### config.mk
export PLATFORM = sky130hd
export DESIGN_NAME = hsvpr_front
export DESIGN_NICKNAME = d
export VERILOG_FILES = /design/src/design/hsvpr_pkg.sv /design/src/design/hsvpr_front.sv
export SDC_FILE = /design/constraint.sdc
export NUM_CORES = 1
export LEC_CHECK = 0
export ABC_AREA = 1
export BUFFER_PORTS_ARGS = -buffer_cell sky130_fd_sc_hd__buf_4
export CAP_MARGIN = 10
export CORE_MARGIN = 2
export CORE_UTILIZATION = 35
export CTS_BUF_LIST = sky130_fd_sc_hd__clkbuf_16
export DETAILED_ROUTE_END_ITERATION = 12
export GPL_ROUTABILITY_DRIVEN = 0
export GPL_TIMING_DRIVEN = 0
export PLACE_DENSITY_LB_ADDON = 0.05
export SYNTH_ARGS = -nofsm -noshare
export SYNTH_HDL_FRONTEND = slang
export SYNTH_SLANG_ARGS = --single-unit
### constraint.sdc
create_clock -name clk -period 6.3 [get_ports clk]
set_input_delay 1.26 -clock clk [delete_from_list [all_inputs] [get_ports clk]]
set_output_delay 1.26 -clock clk [all_outputs]
set_load 0.02 [all_outputs]
### src/design/hsvpr_pkg.sv
// Package for the HSV fixture pixel renderer.
// Holds the transaction types, channel indexes and fixed-point constants.
// Has no dependencies; every design file takes its names from here.
package hsvpr_pkg;

  localparam int BYTE_W = 8;
  localparam int HUE_W = 11;
  localparam int ADDR_W = 10;
  localparam int OFFSET_W = 2;
  localparam int WEIGHT_W = 9;
  localparam int VM_W = 16;
  localparam int VEFF_W = 24;
  localparam int K_W = 16;
  localparam int LEVEL_W = 40;
  localparam int REM_W = 32;
  localparam int RECIP_W = 9;

  localparam int UNIVERSE_CHANNELS = 512;
  localparam int NUM_CHANNELS = 3;
  localparam int CH_RED = 0;
  localparam int CH_GREEN = 1;
  localparam int CH_BLUE = 2;

  localparam logic [HUE_W-1:0] HUE_CIRCLE = 11'd1536;
  localparam logic [WEIGHT_W-1:0] SECTOR_SPAN = 9'd256;
  localparam logic [BYTE_W-1:0] MASTER_RESET = 8'd255;
  localparam logic [K_W-1:0] FULL_K = 16'd65280;
  localparam logic [REM_W-1:0] CUBE = 32'd16581375;
  localparam logic [LEVEL_W-1:0] HALF_DENOM = 40'd2122416000;
  localparam logic [RECIP_W-1:0] RECIP = 9'd259;

  localparam logic [2:0] SECTOR_RED_YELLOW = 3'd0;
  localparam logic [2:0] SECTOR_YELLOW_GREEN = 3'd1;
  localparam logic [2:0] SECTOR_GREEN_CYAN = 3'd2;
  localparam logic [2:0] SECTOR_CYAN_BLUE = 3'd3;
  localparam logic [2:0] SECTOR_BLUE_MAGENTA = 3'd4;

  localparam int QUEUE_DEPTH = 2;
  localparam int QPTR_W = (QUEUE_DEPTH > 1) ? $clog2(QUEUE_DEPTH) : 1;
  localparam int QCNT_W = $clog2(QUEUE_DEPTH + 1);

  localparam int DIV_STAGES = 3;
  localparam int PRE_STAGES = 4;
  localparam int BACK_STAGES = PRE_STAGES + DIV_STAGES;
  localparam int ACCEPT_TO_RESULT = 2 + BACK_STAGES;

  typedef struct packed {
    logic [HUE_W-1:0] hue;
    logic [BYTE_W-1:0] saturation;
    logic [BYTE_W-1:0] brightness_value;
    logic [BYTE_W-1:0] fixture_gain;
    logic [ADDR_W-1:0] start_address;
    logic [OFFSET_W-1:0] offset_red;
    logic [OFFSET_W-1:0] offset_green;
    logic [OFFSET_W-1:0] offset_blue;
  } pixel_t;

  typedef struct packed {
    logic [BYTE_W-1:0] red_byte;
    logic [BYTE_W-1:0] green_byte;
    logic [BYTE_W-1:0] blue_byte;
    logic [ADDR_W-1:0] red_address;
    logic [ADDR_W-1:0] green_address;
    logic [ADDR_W-1:0] blue_address;
    logic past_universe;
  } result_t;

  typedef struct packed {
    logic [ADDR_W-1:0] red_address;
    logic [ADDR_W-1:0] green_address;
    logic [ADDR_W-1:0] blue_address;
    logic past_universe;
  } meta_t;

  typedef struct packed {
    logic [NUM_CHANNELS-1:0][WEIGHT_W-1:0] weight;
    logic [BYTE_W-1:0] saturation;
    logic [VM_W-1:0] value_master;
    logic [BYTE_W-1:0] fixture_gain;
    meta_t meta;
  } job_t;

  typedef struct packed {
    logic full;
    logic empty;
  } queue_status_t;

endpackage

### src/design/hsvpr_front.sv
// Front stage of the HSV fixture pixel renderer.
// Classifies the hue into a sector, builds channel weights and DMX addresses.
// Depends on hsvpr_pkg.
module hsvpr_front (
  input  logic clk,
  input  logic rst,
  input  logic start,
  output logic busy,
  input  hsvpr_pkg::pixel_t pixel,
  input  logic [hsvpr_pkg::BYTE_W-1:0] master,
  input  hsvpr_pkg::queue_status_t status,
  output logic push,
  output hsvpr_pkg::job_t job
);

  logic job_valid;
  logic accept;
  logic [hsvpr_pkg::HUE_W-1:0] hue_wrapped;
  logic [2:0] sector;
  logic [hsvpr_pkg::BYTE_W-1:0] pos;
  logic [hsvpr_pkg::WEIGHT_W-1:0] ramp;
  logic [hsvpr_pkg::NUM_CHANNELS-1:0][hsvpr_pkg::WEIGHT_W-1:0] weight;
  logic [hsvpr_pkg::ADDR_W:0] sum_red;
  logic [hsvpr_pkg::ADDR_W:0] sum_green;
  logic [hsvpr_pkg::ADDR_W:0] sum_blue;
  logic [hsvpr_pkg::ADDR_W:0] limit;
  hsvpr_pkg::job_t job_next;

  assign push = job_valid && !status.full;
  assign busy = job_valid && status.full;
  assign accept = start && !busy;
  assign limit = (hsvpr_pkg::ADDR_W + 1)'(hsvpr_pkg::UNIVERSE_CHANNELS);

  always_comb begin
    hue_wrapped = (pixel.hue >= hsvpr_pkg::HUE_CIRCLE) ?
                  pixel.hue - hsvpr_pkg::HUE_CIRCLE : pixel.hue;
    sector = hue_wrapped[hsvpr_pkg::HUE_W-1:hsvpr_pkg::BYTE_W];
    pos = hue_wrapped[hsvpr_pkg::BYTE_W-1:0];
    ramp = sector[0] ? (hsvpr_pkg::SECTOR_SPAN - {1'b0, pos}) : {1'b0, pos};
    case (sector)
      hsvpr_pkg::SECTOR_RED_YELLOW: begin
        weight[hsvpr_pkg::CH_RED] = hsvpr_pkg::SECTOR_SPAN;
        weight[hsvpr_pkg::CH_GREEN] = ramp;
        weight[hsvpr_pkg::CH_BLUE] = '0;
      end
      hsvpr_pkg::SECTOR_YELLOW_GREEN: begin
        weight[hsvpr_pkg::CH_RED] = ramp;
        weight[hsvpr_pkg::CH_GREEN] = hsvpr_pkg::SECTOR_SPAN;
        weight[hsvpr_pkg::CH_BLUE] = '0;
      end
      hsvpr_pkg::SECTOR_GREEN_CYAN: begin
        weight[hsvpr_pkg::CH_RED] = '0;
        weight[hsvpr_pkg::CH_GREEN] = hsvpr_pkg::SECTOR_SPAN;
        weight[hsvpr_pkg::CH_BLUE] = ramp;
      end
      hsvpr_pkg::SECTOR_CYAN_BLUE: begin
        weight[hsvpr_pkg::CH_RED] = '0;
        weight[hsvpr_pkg::CH_GREEN] = ramp;
        weight[hsvpr_pkg::CH_BLUE] = hsvpr_pkg::SECTOR_SPAN;
      end
      hsvpr_pkg::SECTOR_BLUE_MAGENTA: begin
        weight[hsvpr_pkg::CH_RED] = ramp;
        weight[hsvpr_pkg::CH_GREEN] = '0;
        weight[hsvpr_pkg::CH_BLUE] = hsvpr_pkg::SECTOR_SPAN;
      end
      default: begin
        weight[hsvpr_pkg::CH_RED] = hsvpr_pkg::SECTOR_SPAN;
        weight[hsvpr_pkg::CH_GREEN] = '0;
        weight[hsvpr_pkg::CH_BLUE] = ramp;
      end
    endcase

    sum_red = {1'b0, pixel.start_address} +
              {{(hsvpr_pkg::ADDR_W + 1 - hsvpr_pkg::OFFSET_W){1'b0}}, pixel.offset_red};
    sum_green = {1'b0, pixel.start_address} +
                {{(hsvpr_pkg::ADDR_W + 1 - hsvpr_pkg::OFFSET_W){1'b0}}, pixel.offset_green};
    sum_blue = {1'b0, pixel.start_address} +
               {{(hsvpr_pkg::ADDR_W + 1 - hsvpr_pkg::OFFSET_W){1'b0}}, pixel.offset_blue};

    job_next.weight = weight;
    job_next.saturation = pixel.saturation;
    job_next.value_master = hsvpr_pkg::VM_W'(pixel.brightness_value) *
                            hsvpr_pkg::VM_W'(master);
    job_next.fixture_gain = pixel.fixture_gain;
    job_next.meta.red_address = sum_red[hsvpr_pkg::ADDR_W-1:0];
    job_next.meta.green_address = sum_green[hsvpr_pkg::ADDR_W-1:0];
    job_next.meta.blue_address = sum_blue[hsvpr_pkg::ADDR_W-1:0];
    job_next.meta.past_universe = (sum_red > limit) || (sum_green > limit) ||
                                  (sum_blue > limit);
  end

  always_ff @(posedge clk) begin
    if (rst) begin
      job_valid <= 1'b0;
    end else if (accept) begin
      job_valid <= 1'b1;
    end else if (push) begin
      job_valid <= 1'b0;
    end
  end

  always_ff @(posedge clk) begin
    if (accept) begin
      job <= job_next;
    end
  end

endmodule

# == Word level (Yosys, flattened, before mapping) ==
# Index checks and enable logic that the tools add are counted.
# totals
out_inout_bits,92
regBits,91
word_cells,39
# op_classes
order_cmp,4
multipliers,1
n_mux,5
eq_ne,4
reduce_logical,9
addsub,5
# ops
operator,count
27-bit case mux with 5 select lines,1
10-bit by 2-bit adder with 11-bit output,3
"11-bit by 10-bit greater-than comparator with 1-bit output, second input constant",3
8-bit by 8-bit multiplier with 16-bit output,1
"11-bit >= comparator, second input constant",1
11-bit two-way mux,1
"11-bit subtractor, second input constant",1
9-bit two-way mux,1
"9-bit by 8-bit subtractor with 9-bit output, first input constant",1
"3-bit by 2-bit equality test with 1-bit output, second input constant",2
"3-bit by 1-bit equality test with 1-bit output, second input constant",1
"3-bit equality test, second input constant",1
1-bit logical AND,3
3-bit zero test,1
1-bit zero test,2
1-bit logical OR,2
1-bit two-way mux,2
2-bit nonzero test,1

# == Logic depth before layout (Yosys ltp) ==
# logic_depth
ltp_word,5
depth_mapped,17
depth_no_buf,16

# == Worst setup path before layout ==
# OpenSTA, ideal clock, no wires.
# synth_timing
path_kind,input -> register
from,input port status[1] (netlist name)
to,register job[0] (netlist name) (enable)
setup_ns,0.539
path_stages,3
path_slack_ns,0.550
arrival_time_ns,5.211
path_cell_list,nand2_1 -> inv_1 -> nor2_1
# synth_via
elab_chain_cells,3
# synth_rtl
element,line_no,source
start: declaration,hsvpr_front.sv:11,"input hsvpr_pkg::queue_status_t status,"
1-bit logical AND,hsvpr_front.sv:30,assign busy = job_valid && status.full;
via busy,hsvpr_front.sv:8,"output logic busy,"
1-bit zero test,hsvpr_front.sv:31,assign accept = start && !busy;
1-bit logical AND,hsvpr_front.sv:31,
via accept,hsvpr_front.sv:17,logic accept;
end signal: assignment,hsvpr_front.sv:104,job <= job_next;
end: declaration,hsvpr_front.sv:13,output hsvpr_pkg::job_t job
# The timed path passes the listed nets, and every way through them passes these cells.
# A chain may end at the register's enable or synchronous reset.

==> out/metrics.yaml <==
final_layout:
  nFillCells: 1721
  area_growth_pct: 27.13
  drive_gt1_frac: 0.2127
  diodes: 0
  final_cells: 1057
  final_nets: 973
drt:
  drt_iter0_drc: 268
  wire_per_inst_microns: 13.86
  drc: 0
  dr.pass1.iters: 4
  vias: 4736
  drt-total-wl_microns: 14650
  viasPerCell: 4.481
  ant_nets: 0
synth:
  synth_top_family_by_area: "adder cells"
  yosys.area_share.simple: 0.1800
  yosysUniqueCellTypes: 27
  yosys_warnings: 0
  synth_top_area_share: 0.4330
  netlist_area_sq_um: 6241
  synth-seq-area-share: 0.4362
  synthMuxAreaShare: 0
  synth-seq-cells: 91
  synthTopCellsByArea: "edfxtp_1 43%, fa_1 13%, nand2_1 9.6%, inv_1 9.5%, ha_1 8.6%"
  synth_top_area_cell: "edfxtp_1"
  synth-edff-count: 90
  syn_avg_cell_area_sq_um: 9.205
  synth-compound-area-share: 0.03208
  synthAdderAreaFrac: 0.2113
  async_reset_ff_frac: 0
  syn_nets: 824
  synthCells: 678
  synth-main-ff-cell: "edfxtp_1"
  synth_xor_area_frac: 0.02807
timing:
  finalHoldViolCount: 0
  rsz0062_at_grt: "false"
  fin_ws_ns: 1.082
  min_period_ns: 5.218
  fmax_mhz: 191.6
  whs_ns: 0.4925
  tightest_slew_ns: 0.7041
  setup-tns-final_ns: 0
  finClkSkew_ns: 0.006740
  slew_viol_final: 0
  setup_viol: 0
  min_period_over_period: 0.8283
  slew_headroom: 0.5295
placement:
  dp.cells: 1041
  dp_slack_ns: 0.6959
  hpwl_microns: 11850
  port_buffers: 135
clock_tree:
  clock_latency_ns: 0.35
  cts.htree.levels: 3
  cts_setup_buffers: 0
  hold_buffers: 0
  postCtsResizedCells: 0
  tritoncts: "yes"
  numClockSinks: 91
  cts_buffers: 9
  path_clk_slew_ns: 0.07
  cts_max_path_buffers: 2
  cts_root_buf: "clkbuf_16"
floorplan:
  coreArea_sq_um: 17360
  die_w_microns: 137.5
  boundaryPins: 156
  num_rows: 48
  start_util: 0.3596
  die_height_microns: 137.5
  dieArea_sq_um: 18920
grt:
  grt_pass1_wl_microns: 22790
  grt_max_degree: 30
  grt-ovfl-total: 0
  antenna_found_initial: 0
  grt_pass1_vias: 4635
  track_usage: 0.1563
pwr:
  max-vdd-ir-drop_mv: 0.1292
  powerDensity_nw_per_um2: 275.3
  total_power_mw: 2.184
  p_leak_nw: 4.137
critical_path:
  critPathLaunchType: "input port"
  end_kind: "flop"
  critPathMaxFanout: 8
  required_ns: 6.39
  cp.arrival_ns: 5.31
  path_class: "input port to flop"
outcome:
  outcome: "finished clean"
min_path:
  min_path_type: "flop to flop"
run:
  drv_cap: 0
==> synthesized netlist by cell type (all sizes together) (6+ instances only) <==
library cell,number
a21oi,16
buf,6
clkbuf,15
edfxtp,90
fa,39
ha,43
inv,159
nand2,166
nand3,35
nand4,8
nor2,53
o21ai,15
xnor2,6
xor2,14
==> cells by family after synthesis <==
kind of cell,Yosys count
flip-flops,91
AND/OR/NAND/NOR,268
AO/OA/AOI/OAI,37
adder cells (fa/ha/maj),82
buffers and inverters,180
XOR/XNOR,20
==> layout make-up <==
cell class                      instances  area (sq um)  share of cell area
Buffer                                 21         103.9             0.01309
Clock buffer                            9         225.2             0.02839
Clock inverter                          7         90.09             0.01135
Inverter                              159         596.8             0.07522
Multi-Input combinational cell        407          2825              0.3561
Sequential cell                        91          2723              0.3432
Tap cell                              225         281.5             0.03548
Timing Repair Buffer                  138          1089              0.1372
==> layout by cell type (no fill, tap or decap), types with 8 or more instances in the layout <==
| cell | instances |
|---|---|
| clkbuf_1 | 15 |
| nand2_1 | 160 |
| edfxtp_1 | 90 |
| nor2_1 | 46 |
| clkbuf_16 | 9 |
| nand4_1 | 8 |
| o21ai_0 | 15 |
| a21oi_1 | 16 |
| ha_1 | 43 |
| fa_1 | 39 |
| nand3_1 | 32 |
| inv_1 | 158 |
| buf_4 | 137 |
| xor2_1 | 14 |
==> sequential cells by signal (all words and copies together) (netlist names) <==
signal / flops
job: 90
job_valid: 1
==> report_power, final <==
group	internal (mW)	leakage, nW	switching [mW]
sequential	0.776	0.888	0.0216
combinational	0.327	3.10	0.484
clock	0.346	0.153	0.229
total	1.45	4.14	0.735
==> per-stage QoR <==
| step | instance area (sq um) | util |
|---|---|---|
| 4_1_cts | 7934 | 0.4571 |
| 6_report | 7934 | 0.4571 |
| 3_3_place_gp | 7536 | 0.4342 |
| 3_5_place_dp | 7619 | 0.4389 |
| 2_1_floorplan | 6241 | - |
| 5_1_grt | 7934 | 0.4571 |
==> final timing paths <==
kind / startpoint / to / slack (ns) / depth (start not counted)
setup / recovery: pixel[24] / job[53]$_DFFE_PP_ / 1.08 / 15
hold / removal: job_valid$_SDFFE_PP0P_ / job_valid$_SDFFE_PP0P_ / 0.49 / 2
setup reg to reg: job_valid$_SDFFE_PP0P_ / job[51]$_DFFE_PP_ / 4.53 / 5
hold reg to reg: job_valid$_SDFFE_PP0P_ / job_valid$_SDFFE_PP0P_ / 0.49 / 2
==> per-layer routing <==
metal / vias to the layer above / global-route usage / part of all wire / wire, microns
met5: - / 0 / 0 / 0
met4: 0 / 0.06415 / 0.019 / 281
met3: 17 / 0.02649 / 0.066 / 964
met1: 2182 / 0.2063 / 0.45 / 6618
met2: 141 / 0.2551 / 0.46 / 6786
li1: 2396 / - / - / -
==> critical path, stage by stage <==
cell and delay, ns:
clkbuf_1 0.29, nand2_1 0.14, fa_1 0.53, fa_1 0.56, inv_1 0.06, fa_1 0.52, inv_1 0.05, fa_1 0.52
inv_1 0.04, ha_1 0.35, a21oi_1 0.23, o21ai_0 0.11, a21oi_1 0.32, o21ai_0 0.17, xor2_1 0.16
Note: power is estimated with default switching activity, not from simulation.
