--- src/design/hsvpr_pkg.sv ---
// Package for the HSV fixture pixel renderer.
// Holds the transaction types, channel indexes and fixed-point constants.
// Has no dependencies; every design file takes its names from here.
package hsvpr_pkg;

  localparam int BYTE_W = 8;
  localparam int HUE_W = 11;
  localparam int ADDR_W = 10;
  localparam int OFFSET_W = 2;
  localparam int WEIGHT_W = 9;
  localparam int VM_W = 16;
  localparam int VEFF_W = 24;
  localparam int K_W = 16;
  localparam int LEVEL_W = 40;
  localparam int REM_W = 32;
  localparam int RECIP_W = 9;

  localparam int UNIVERSE_CHANNELS = 512;
  localparam int NUM_CHANNELS = 3;
  localparam int CH_RED = 0;
  localparam int CH_GREEN = 1;
  localparam int CH_BLUE = 2;

  localparam logic [HUE_W-1:0] HUE_CIRCLE = 11'd1536;
  localparam logic [WEIGHT_W-1:0] SECTOR_SPAN = 9'd256;
  localparam logic [BYTE_W-1:0] MASTER_RESET = 8'd255;
  localparam logic [K_W-1:0] FULL_K = 16'd65280;
  localparam logic [REM_W-1:0] CUBE = 32'd16581375;
  localparam logic [LEVEL_W-1:0] HALF_DENOM = 40'd2122416000;
  localparam logic [RECIP_W-1:0] RECIP = 9'd259;

  localparam logic [2:0] SECTOR_RED_YELLOW = 3'd0;
  localparam logic [2:0] SECTOR_YELLOW_GREEN = 3'd1;
  localparam logic [2:0] SECTOR_GREEN_CYAN = 3'd2;
  localparam logic [2:0] SECTOR_CYAN_BLUE = 3'd3;
  localparam logic [2:0] SECTOR_BLUE_MAGENTA = 3'd4;

  localparam int QUEUE_DEPTH = 2;
  localparam int QPTR_W = (QUEUE_DEPTH > 1) ? $clog2(QUEUE_DEPTH) : 1;
  localparam int QCNT_W = $clog2(QUEUE_DEPTH + 1);

  localparam int DIV_STAGES = 3;
  localparam int PRE_STAGES = 4;
  localparam int BACK_STAGES = PRE_STAGES + DIV_STAGES;
  localparam int ACCEPT_TO_RESULT = 2 + BACK_STAGES;

  typedef struct packed {
    logic [HUE_W-1:0] hue;
    logic [BYTE_W-1:0] saturation;
    logic [BYTE_W-1:0] brightness_value;
    logic [BYTE_W-1:0] fixture_gain;
    logic [ADDR_W-1:0] start_address;
    logic [OFFSET_W-1:0] offset_red;
    logic [OFFSET_W-1:0] offset_green;
    logic [OFFSET_W-1:0] offset_blue;
  } pixel_t;

  typedef struct packed {
    logic [BYTE_W-1:0] red_byte;
    logic [BYTE_W-1:0] green_byte;
    logic [BYTE_W-1:0] blue_byte;
    logic [ADDR_W-1:0] red_address;
    logic [ADDR_W-1:0] green_address;
    logic [ADDR_W-1:0] blue_address;
    logic past_universe;
  } result_t;

  typedef struct packed {
    logic [ADDR_W-1:0] red_address;
    logic [ADDR_W-1:0] green_address;
    logic [ADDR_W-1:0] blue_address;
    logic past_universe;
  } meta_t;

  typedef struct packed {
    logic [NUM_CHANNELS-1:0][WEIGHT_W-1:0] weight;
    logic [BYTE_W-1:0] saturation;
    logic [VM_W-1:0] value_master;
    logic [BYTE_W-1:0] fixture_gain;
    meta_t meta;
  } job_t;

  typedef struct packed {
    logic full;
    logic empty;
  } queue_status_t;

endpackage

--- src/design/hsvpr_queue.sv ---
// Short job queue between the front and back stages of the pixel renderer.
// Flip-flop entries with read and write pointers. Depends on hsvpr_pkg.
module hsvpr_queue (
  input  logic clk,
  input  logic rst,
  input  logic push,
  input  hsvpr_pkg::job_t wr_job,
  input  logic pop,
  output hsvpr_pkg::job_t rd_job,
  output hsvpr_pkg::queue_status_t status
);

  hsvpr_pkg::job_t entries [hsvpr_pkg::QUEUE_DEPTH];
  logic [hsvpr_pkg::QPTR_W-1:0] wptr;
  logic [hsvpr_pkg::QPTR_W-1:0] rptr;
  logic [hsvpr_pkg::QCNT_W-1:0] count;
  logic do_push;
  logic do_pop;

  assign status.full = (count == hsvpr_pkg::QCNT_W'(hsvpr_pkg::QUEUE_DEPTH));
  assign status.empty = (count == '0);
  assign do_push = push && !status.full;
  assign do_pop = pop && !status.empty;
  assign rd_job = entries[rptr];

  always_ff @(posedge clk) begin
    if (rst) begin
      wptr <= '0;
      rptr <= '0;
      count <= '0;
    end else begin
      if (do_push) begin
        wptr <= (wptr == hsvpr_pkg::QPTR_W'(hsvpr_pkg::QUEUE_DEPTH - 1)) ? '0 : wptr + 1'b1;
      end
      if (do_pop) begin
        rptr <= (rptr == hsvpr_pkg::QPTR_W'(hsvpr_pkg::QUEUE_DEPTH - 1)) ? '0 : rptr + 1'b1;
      end
      if (do_push && !do_pop) begin
        count <= count + 1'b1;
      end else if (do_pop && !do_push) begin
        count <= count - 1'b1;
      end
    end
  end

  always_ff @(posedge clk) begin
    if (do_push) begin
      entries[wptr] <= wr_job;
    end
  end

endmodule

--- config.mk ---
export PLATFORM = sky130hd
export DESIGN_NAME = hsvpr_queue
export DESIGN_NICKNAME = d
export VERILOG_FILES = /design/src/design/hsvpr_pkg.sv /design/src/design/hsvpr_queue.sv
export SDC_FILE = /design/constraint.sdc
export NUM_CORES = 1
export LEC_CHECK = 0
export BUFFER_PORTS_ARGS = -buffer_cell sky130_fd_sc_hd__buf_2
export CAP_MARGIN = 20
export CELL_PAD_IN_SITES_DETAIL_PLACEMENT = 0
export CELL_PAD_IN_SITES_GLOBAL_PLACEMENT = 2
export CORE_MARGIN = 2
export CORE_UTILIZATION = 31
export CTS_CLUSTER_SIZE = 28
export DETAILED_ROUTE_END_ITERATION = 8
export GPL_ROUTABILITY_DRIVEN = 0
export MAX_ROUTING_LAYER = met4
export PLACE_DENSITY_LB_ADDON = 0.3
export SYNTH_ARGS = -nofsm -noshare
export SYNTH_HDL_FRONTEND = slang
export SYNTH_SLANG_ARGS = --single-unit
--- constraint.sdc ---
create_clock -name clk -period 3.58 [get_ports clk]
set_input_delay 0.358 -clock clk [delete_from_list [all_inputs] [get_ports clk]]
set_output_delay 0.358 -clock clk [all_outputs]
set_load 0.1 [all_outputs]
Yosys cells after proc, flatten, opt, wreduce, memory -nomap -nowiden
Memories as Yosys holds them, arrays and structs flattened. A register that Yosys moved wholly into a read port is not among the register bits. Index checks and enable logic that the tools add are counted.

Register bits after elaboration: 4. Memory bits (writable): 180. Input bits: 94. Output and inout port bits: 92. Logic and storage cells: 27. Memories: 1.

Memory list: entries (words 2, width 90, rd ports 1, clocked after memory_dff 1, wr ports 1, line hsvpr_queue.sv:13) `hsvpr_pkg::job_t entries [hsvpr_pkg::QUEUE_DEPTH];`.

Add/subtract/negate cells: 4. Equality and inequality tests: 1. Muxes and demuxes: 8. Reductions and logical operators: 10.

Operators by type and width (number): 2-to-1 mux 1 bit (6); logical AND 1 bit (4); logical NOT 1 bit (4); 2-to-1 mux 2 bit (2); adder 1 bit, second input constant (2); adder 2 x 1 -> 2 bit, second input constant (1); == test 2 bit, second input constant (1); logical NOT 2 bit (1); nonzero test 2 bit (1); subtractor 2 x 1 -> 2 bit, second input constant (1).

Logic depth before layout (Yosys ltp)
Gate-level depths: netlist of run 1.

Word-level depth: 7. Mapped depth: 6. Gate-level depth less buffers: 6.

Worst setup path after synthesis of run 1
Ideal clock, no wire load.

Path type: flip-flop to flip-flop. Start: register count[1] (netlist name). End: memory entries[1][0] (netlist name), enable pin. Library setup time: 459 ps. Arrival: 2961 ps. Required time: 3121 ps. Path slack: 160 ps. Stages on the path, launching flop included: 4. Path buffers: 0. Period minus slack after synthesis: 3420 ps. Path through: dfxtp_1 > nor2b_2 > nor2_1 > and2_1.

RTL lines: start, declared (line hsvpr_queue.sv:16) `logic [hsvpr_pkg::QCNT_W-1:0] count;`; start signal, assigned (line hsvpr_queue.sv:39) `count <= count + 1'b1;`; start signal, assigned (line hsvpr_queue.sv:41) `count <= count - 1'b1;`; end, declared (line hsvpr_queue.sv:13).

==> results of run 1 <==
-- flip-flops by register name, summed over array words and instances (netlist names), named ones only --
name,cells
count,2
entries,180
rptr,1
wptr,1
-- cell type report --
class	instances	area [um2]	share of cell area (%)
Tap cell	275	344	4.02
Timing Repair Buffer	188	986	11.5
Inverter	2	10.0	0.117
Multi-Input combinational cell	108	1130	13.1
Sequential cell	185	5510	64.3
Clock inverter	13	151	1.77
Clock buffer	19	433	5.05
Antenna cell	2	5.00	0.0584
-- layer usage --
metal	vias to the layer above	GRT usage (%)	wire length (um)
met5	-	-	0
li1	1602	-	-
met4	0	4.25	173
met3	10	4.46	902
met2	109	19.2	6450
met1	1712	14.0	5550
-- per-stage QoR --
step           instance area [um2]  util (%)
4_1_cts                       8560      40.5
3_3_place_gp                  7980      37.7
3_5_place_dp                  7980      37.7
5_1_grt                       8560      40.5
6_report                      8560      40.5
2_1_floorplan                 6710         -
-- how the worst max path moves through the flow --
stage	cells after the start	startpoint	slack [ns]	to
after floorplan	3	count[1]	0.16	entries[1][0]
after global placement	3	flip-flop	1.33	rd_job[6]
after detailed placement	3	flip-flop	1.32	rd_job[6]
after CTS	3	flip-flop	0.86	rd_job[6]
after global routing	3	flip-flop	0.79	rd_job[61]
final	3	flip-flop	0.97	rd_job[61]
-- cell usage in the layout (no fill, tap or decap), drive strengths merged --
cell	count
xor2	3
clkbuf	19
mux2	90
a21oi	2
o21ai	3
edfxtp	180
and2	1
ha	1
or3	2
nor2b	1
buf	188
nor2	5
inv	4
diode	2
clkinv	8
bufinv	3
dfxtp	5
-- kinds of logic after synthesis --
| family | count (synthesis) |
|---|---|
| AND/OR/NAND/NOR | 9 |
| buffers and inverters | 12 |
| multiplexers | 90 |
| flip-flops | 185 |
| XOR/XNOR | 3 |
| AO/OA/AOI/OAI | 5 |
| adder cells (fa/ha/maj) | 1 |
==> summary.md, run 1 <==
| Metric | Value |
|---|---|
| Synth cell count leaders | `edfxtp_1, mux2_2, buf_4` |
| Total number of vias | `3,433` |
| Setup Total Neg Slack | `0 ns` |
| Synth top area share | `80.6%` |
| Placed cells | `758` |
| Final net count | `597` |
| PortBufs | `185` |
| Drt pass-1 iters | `4` |
| Worst Hold Path EP | `entries[0][56]` |
| CTS H-tree lvls | `4` |
| Final Cycle Share | `73.0%` |
| GRT overflow | `0` |
| Initial core utilization | `31.7%` |
| Share of layout cells above drive strength 1 | `60.0%` |
| Worst Path Max Fanout | `51` |
| Ranking of synthesized cells by area | `edfxtp_1, mux2_2, dfxtp_1` |
| Compound-Gate Fraction of Synth Area | `0.373%` |
| Crit path required time | `3.22 ns` |
| Setup slack after layout | `0.967 ns` |
| Fin cells | `792` |
| Buf+Inv Stages, Crit Path | `2` |
| Die Wd | `151 um` |
| Clk_lat worst skew | `0.41 ns` |
| Core Rows | `53` |
| Simple-gate share of the synthesized area | `0.690%` |
| Post-synthesis mux area share | `15.1%` |
| CP peak stage delay | `0.80 ns` |
| Post-route ant nets | `0` |
| Synthesized net count | `400` |
| Worst-path clk slew | `0.07 ns` |
| CTS buffer count | `17` |
| Core box area | `21,200 um2` |
| Count leader, synth | `edfxtp_1` |
| Mapped Cells | `305` |
| FMAX | `0.383 GHz` |
| CP Launch Type | `flip-flop` |
| #FFs+latches synth | `185` |
| Avg Inst Size Synth | `22.0 um2` |
| Iter 0 DRT Violations | `147` |
| Pin count of the biggest net entering global routing | `55` |
| Netlist Area Pre-Place | `6710 um2` |
| Ports | `186` |
| CP arrival | `2.26 ns` |
| # setup viols final | `0` |
| Worst hold slack | `0.132 ns` |
| Total Routing Usage GR | `12.0%` |
| First-pass GRT wire length | `19.6 mm` |
| Vias in the first global route | `3,708` |
| Die H | `151 um` |
| CP Class | `flip-flop to output port` |
| Post-synth top area cell | `edfxtp_1` |
| Root buf cell | `clkbuf_16` |
| Die Area | `22,800 um2` |
| Hold Fails Final Rpt | `0` |
| Hold_buf cts | `0` |
| CTS tree | `built` |
| WL final | `13.1 mm` |
| Hold Startpoint | `wr_job[56]` |
| Clock tree buffer depth | `2` |
| Worst Setup End Kind | `output port` |
| Worst Hold Depth | `1` |
| Area delta synth->final | `27.7%` |
| R2r endpoint | `entries[0][12]` |
| Min Tclk post-route | `2.61 ns` |
| Largest family of logic cells by synthesized area | `multiplexers` |
| Xor/xnor share of the synthesized area | `0.392%` |
| Clock Sinks | `185` |
| Reg2reg path depth | `4` |
| Status | `finished clean` |
| Predominant post-synthesis flop cell | `edfxtp_1` |
| Sequential area share after synthesis | `82.1%` |
| CP top delay family | `flip-flops` |
| # fillers | `1,956` |
| Unrepaired setup endpoints after global routing | `false` |
| Async SR Flop Fraction | `0%` |
| Worst slew pin tran | `0.738 ns` |
| Number of gates resized after cts | `0` |
| Wire per inst | `16.5 um` |
| Synth Warn # | `0` |
| Worst r2r src | `count[0]` |
| Final Slew Violations | `0` |
| Post-route DRC | `0` |
| Rel. slew slack | `50.8%` |
| Maxcap violations | `0` |
| Setup slack, reg-to-reg | `1.52 ns` |
| Slowest cell on crit path | `dfxtp_4` |
| Post-synth EDFFs | `180` |
| Clock skew | `0.00792 ns` |
| Setup Fix Bufs, Post-CTS | `0` |
| Cells along the critical path | `buf_12 -> mux2_2 -> buf_2` |
| Hold Path Class | `input pin to flip-flop` |
| Synth Area in Adders | `0.186%` |
| Final HPWL DP | `8.41 mm` |
| Vias per cell | `4.33` |
| Pre-CTS setup slack | `1.32 ns` |
| Initial antenna violation count | `2` |
| Synth unique cells | `14` |
Power of run 1 is not shown: default switching activity piles up to over one toggle a cycle in this logic, so the estimate is an artifact.
==> inputs of run 2 (changes only) <==
==> constraint.sdc (replaced) <==
create_clock -name clk -period 2.7 [get_ports clk]
set_input_delay 0.27 -clock clk [delete_from_list [all_inputs] [get_ports clk]]
set_output_delay 0.27 -clock clk [all_outputs]
set_load 0.1 [all_outputs]
==> run 2 against run 1 <==
- routed wire length grew 0.49%
- utilization rose by 0.14 points
- sequential share of layout area down 0.20 points
==> summary.md, run 2 (same netlist as run 1, synthesis figures left out) <==
| Metric | Value |
|---|---|
| Status | `finished clean (unchanged)` |
| Rel. slew slack | `62.2% (was 50.8%)` |
| Core Rows | `53 (unchanged)` |
| Clock skew | `0.0109 ns (was 0.00792 ns)` |
| Most frequent cells in the layout | `buf_2, edfxtp_1, mux2_2, clkbuf_16, inv_6 (was buf_2, edfxtp_1, mux2_2, clkbuf_16, nor2_1)` |
| Vias per cell | `4.31 (was 4.33)` |
| Worst Path Max Fanout | `40 (was 51)` |
| Final HPWL DP | `8.68 mm (was 8.41 mm)` |
| Die Area | `22,800 um2 (unchanged)` |
| CTS H-tree lvls | `4 (unchanged)` |
| Iter 0 DRT Violations | `134 (was 147)` |
| Unrepaired setup endpoints after global routing | `false (unchanged)` |
| Total Routing Usage GR | `12.0% (about the same)` |
| Post-route DRC | `0 (unchanged)` |
| Root buf cell | `clkbuf_16 (unchanged)` |
| Min Tclk post-route | `2.23 ns` |
| Die H | `151 um (unchanged)` |
| Largest register FFs | `180 (unchanged)` |
| Total number of vias | `3,437 (was 3,433)` |
| Reg2reg path depth | `4 (unchanged)` |
| Regs by FF count | `entries: 180 flops, count: 2 flops (unchanged)` |
| GRT overflow | `0 (unchanged)` |
| Core box area | `21,200 um2 (unchanged)` |
| CTS buffer count | `17 (unchanged)` |
| Worst Hold Depth | `1 (unchanged)` |
| Clock Sinks | `185 (unchanged)` |
| Placed cells | `761 (was 758)` |
| CP arrival | `1.96 ns (was 2.26 ns)` |
| Post-route ant nets | `0 (unchanged)` |
| Design Area, Final | `8590 um2 (was 8560 um2)` |
| Commonest non-fill, non-tap cell in the layout | `buf_2 (unchanged)` |
| Number of gates resized after cts | `0 (unchanged)` |
| # setup viols final | `0 (unchanged)` |
| Worst slew pin tran | `0.566 ns (was 0.738 ns)` |
| WL final | `13.1 mm (about the same)` |
| Pin count of the biggest net entering global routing | `51 (was 55)` |
| Setup slack, reg-to-reg | `0.89 ns (was 1.52 ns)` |
| Final Slew Violations | `0 (unchanged)` |
| Worst Hold Path EP | `entries[0][49] (was entries[0][56])` |
| Hold Startpoint | `wr_job[49] (was wr_job[56])` |
| Initial core utilization | `31.7% (unchanged)` |
| Area delta synth->final | `28.1% (was 27.7%)` |
| # fillers | `1,962 (was 1,956)` |
| Clock tree buffer depth | `2 (unchanged)` |
| Initial antenna violation count | `3 (was 2)` |
| Worst r2r src | `count[1] (was count[0])` |
| PortBufs | `185 (unchanged)` |
| R2r endpoint | `entries[0][32] (was entries[0][12])` |
| Finished Core Util | `40.6% (was 40.5%)` |
| Worst-path clk slew | `0.07 ns (about the same)` |
| Drt pass-1 iters | `4 (unchanged)` |
| Biggest register | `entries (unchanged)` |
| Worst Setup End Kind | `output port (unchanged)` |
| Hold Path Class | `input pin to flip-flop (unchanged)` |
| FMAX | `0.448 GHz` |
| Wire per inst | `16.5 um (about the same)` |
| Maxcap violations | `0 (unchanged)` |
| Hold_buf cts | `0 (unchanged)` |
| Die Wd | `151 um (unchanged)` |
| Final net count | `601 (was 597)` |
| Placement-stage cell area | `8010 um2 (was 7980 um2)` |
| CP Class | `flip-flop to output port (unchanged)` |
| Final Cycle Share | `82.7%` |
| Clk_lat worst skew | `0.43 ns (was 0.41 ns)` |
| Setup Fix Bufs, Post-CTS | `0 (unchanged)` |
| First-pass GRT wire length | `19.5 mm (was 19.6 mm)` |
| Ports | `186 (unchanged)` |
| Hold Fails Final Rpt | `0 (unchanged)` |
| CTS tree | `built (unchanged)` |
| Vias in the first global route | `3,672 (was 3,708)` |
| Fin cells | `798 (was 792)` |
| CP Launch Type | `flip-flop (unchanged)` |
| Share of layout cells above drive strength 1 | `61.3% (was 60.0%)` |
| Crit path required time | `2.43 ns (was 3.22 ns)` |
-- run 2: cell count changes in the layout (fill, tap and decap cells not counted), sizes merged --
cell         delta
clkbuf          -1
dlygate4sd3     +1
bufinv          -2
buf             +3
diode           +2
inv             +5
clkinv          -6
clkinvlp        +4
-- run 2: cell type report --
class / count / area [um2] / share of cell area [%]
Inverter: 2 / 11.3 / 0.131
Antenna cell: 4 / 10.0 / 0.116
Clock buffer: 18 / 429 / 4.99
Clock inverter: 14 / 134 / 1.56
Tap cell: 275 / 344 / 4.00
Sequential cell: 185 / 5510 / 64.1
Timing Repair Buffer: 192 / 1020 / 11.9
Multi-Input combinational cell: 108 / 1140 / 13.2
-- run 2: worst max path at each step --
stage,startpoint,end,slack [ns]
2_1_floorplan,count[1],entries[0][0],-0.14
3_3_place_gp,flip-flop,rd_job[27],0.90
3_5_place_dp,count[1],entries[0][4],0.87
4_1_cts,flip-flop,rd_job[27],0.43
5_1_grt,flip-flop,rd_job[27],0.36
6_report,flip-flop,rd_job[27],0.47
-- run 2: critical path: stages, from the launching register on --
cell and delay (ns):
dfxtp_4 0.36, buf_4 0.43, mux2_2 0.41, buf_2 0.30
-- run 2: through the flow --
stage | worst slack, ns | hold slack (ns) | setup TNS, ns
2_1_floorplan | -0.139 | 0.332 | -12.50
3_3_place_gp | 0.896 | 0.458 | 0
3_5_place_dp | 0.869 | 0.462 | 0
4_1_cts | 0.428 | 0.00173 | 0
5_1_grt | 0.365 | 0.000545 | 0
6_report | 0.466 | 0.0288 | 0
-- run 2: routing by layer --
layer / routed length [um] / track usage, % / vias to the layer above
li1: - / - / 1617
met1: 5200 / 13.3 / 1671
met2: 6530 / 19.2 / 123
met3: 1110 / 4.82 / 26
met4: 295 / 5.42 / 0
met5: 0 / - / -
Power of run 2 is left out for the same reason.
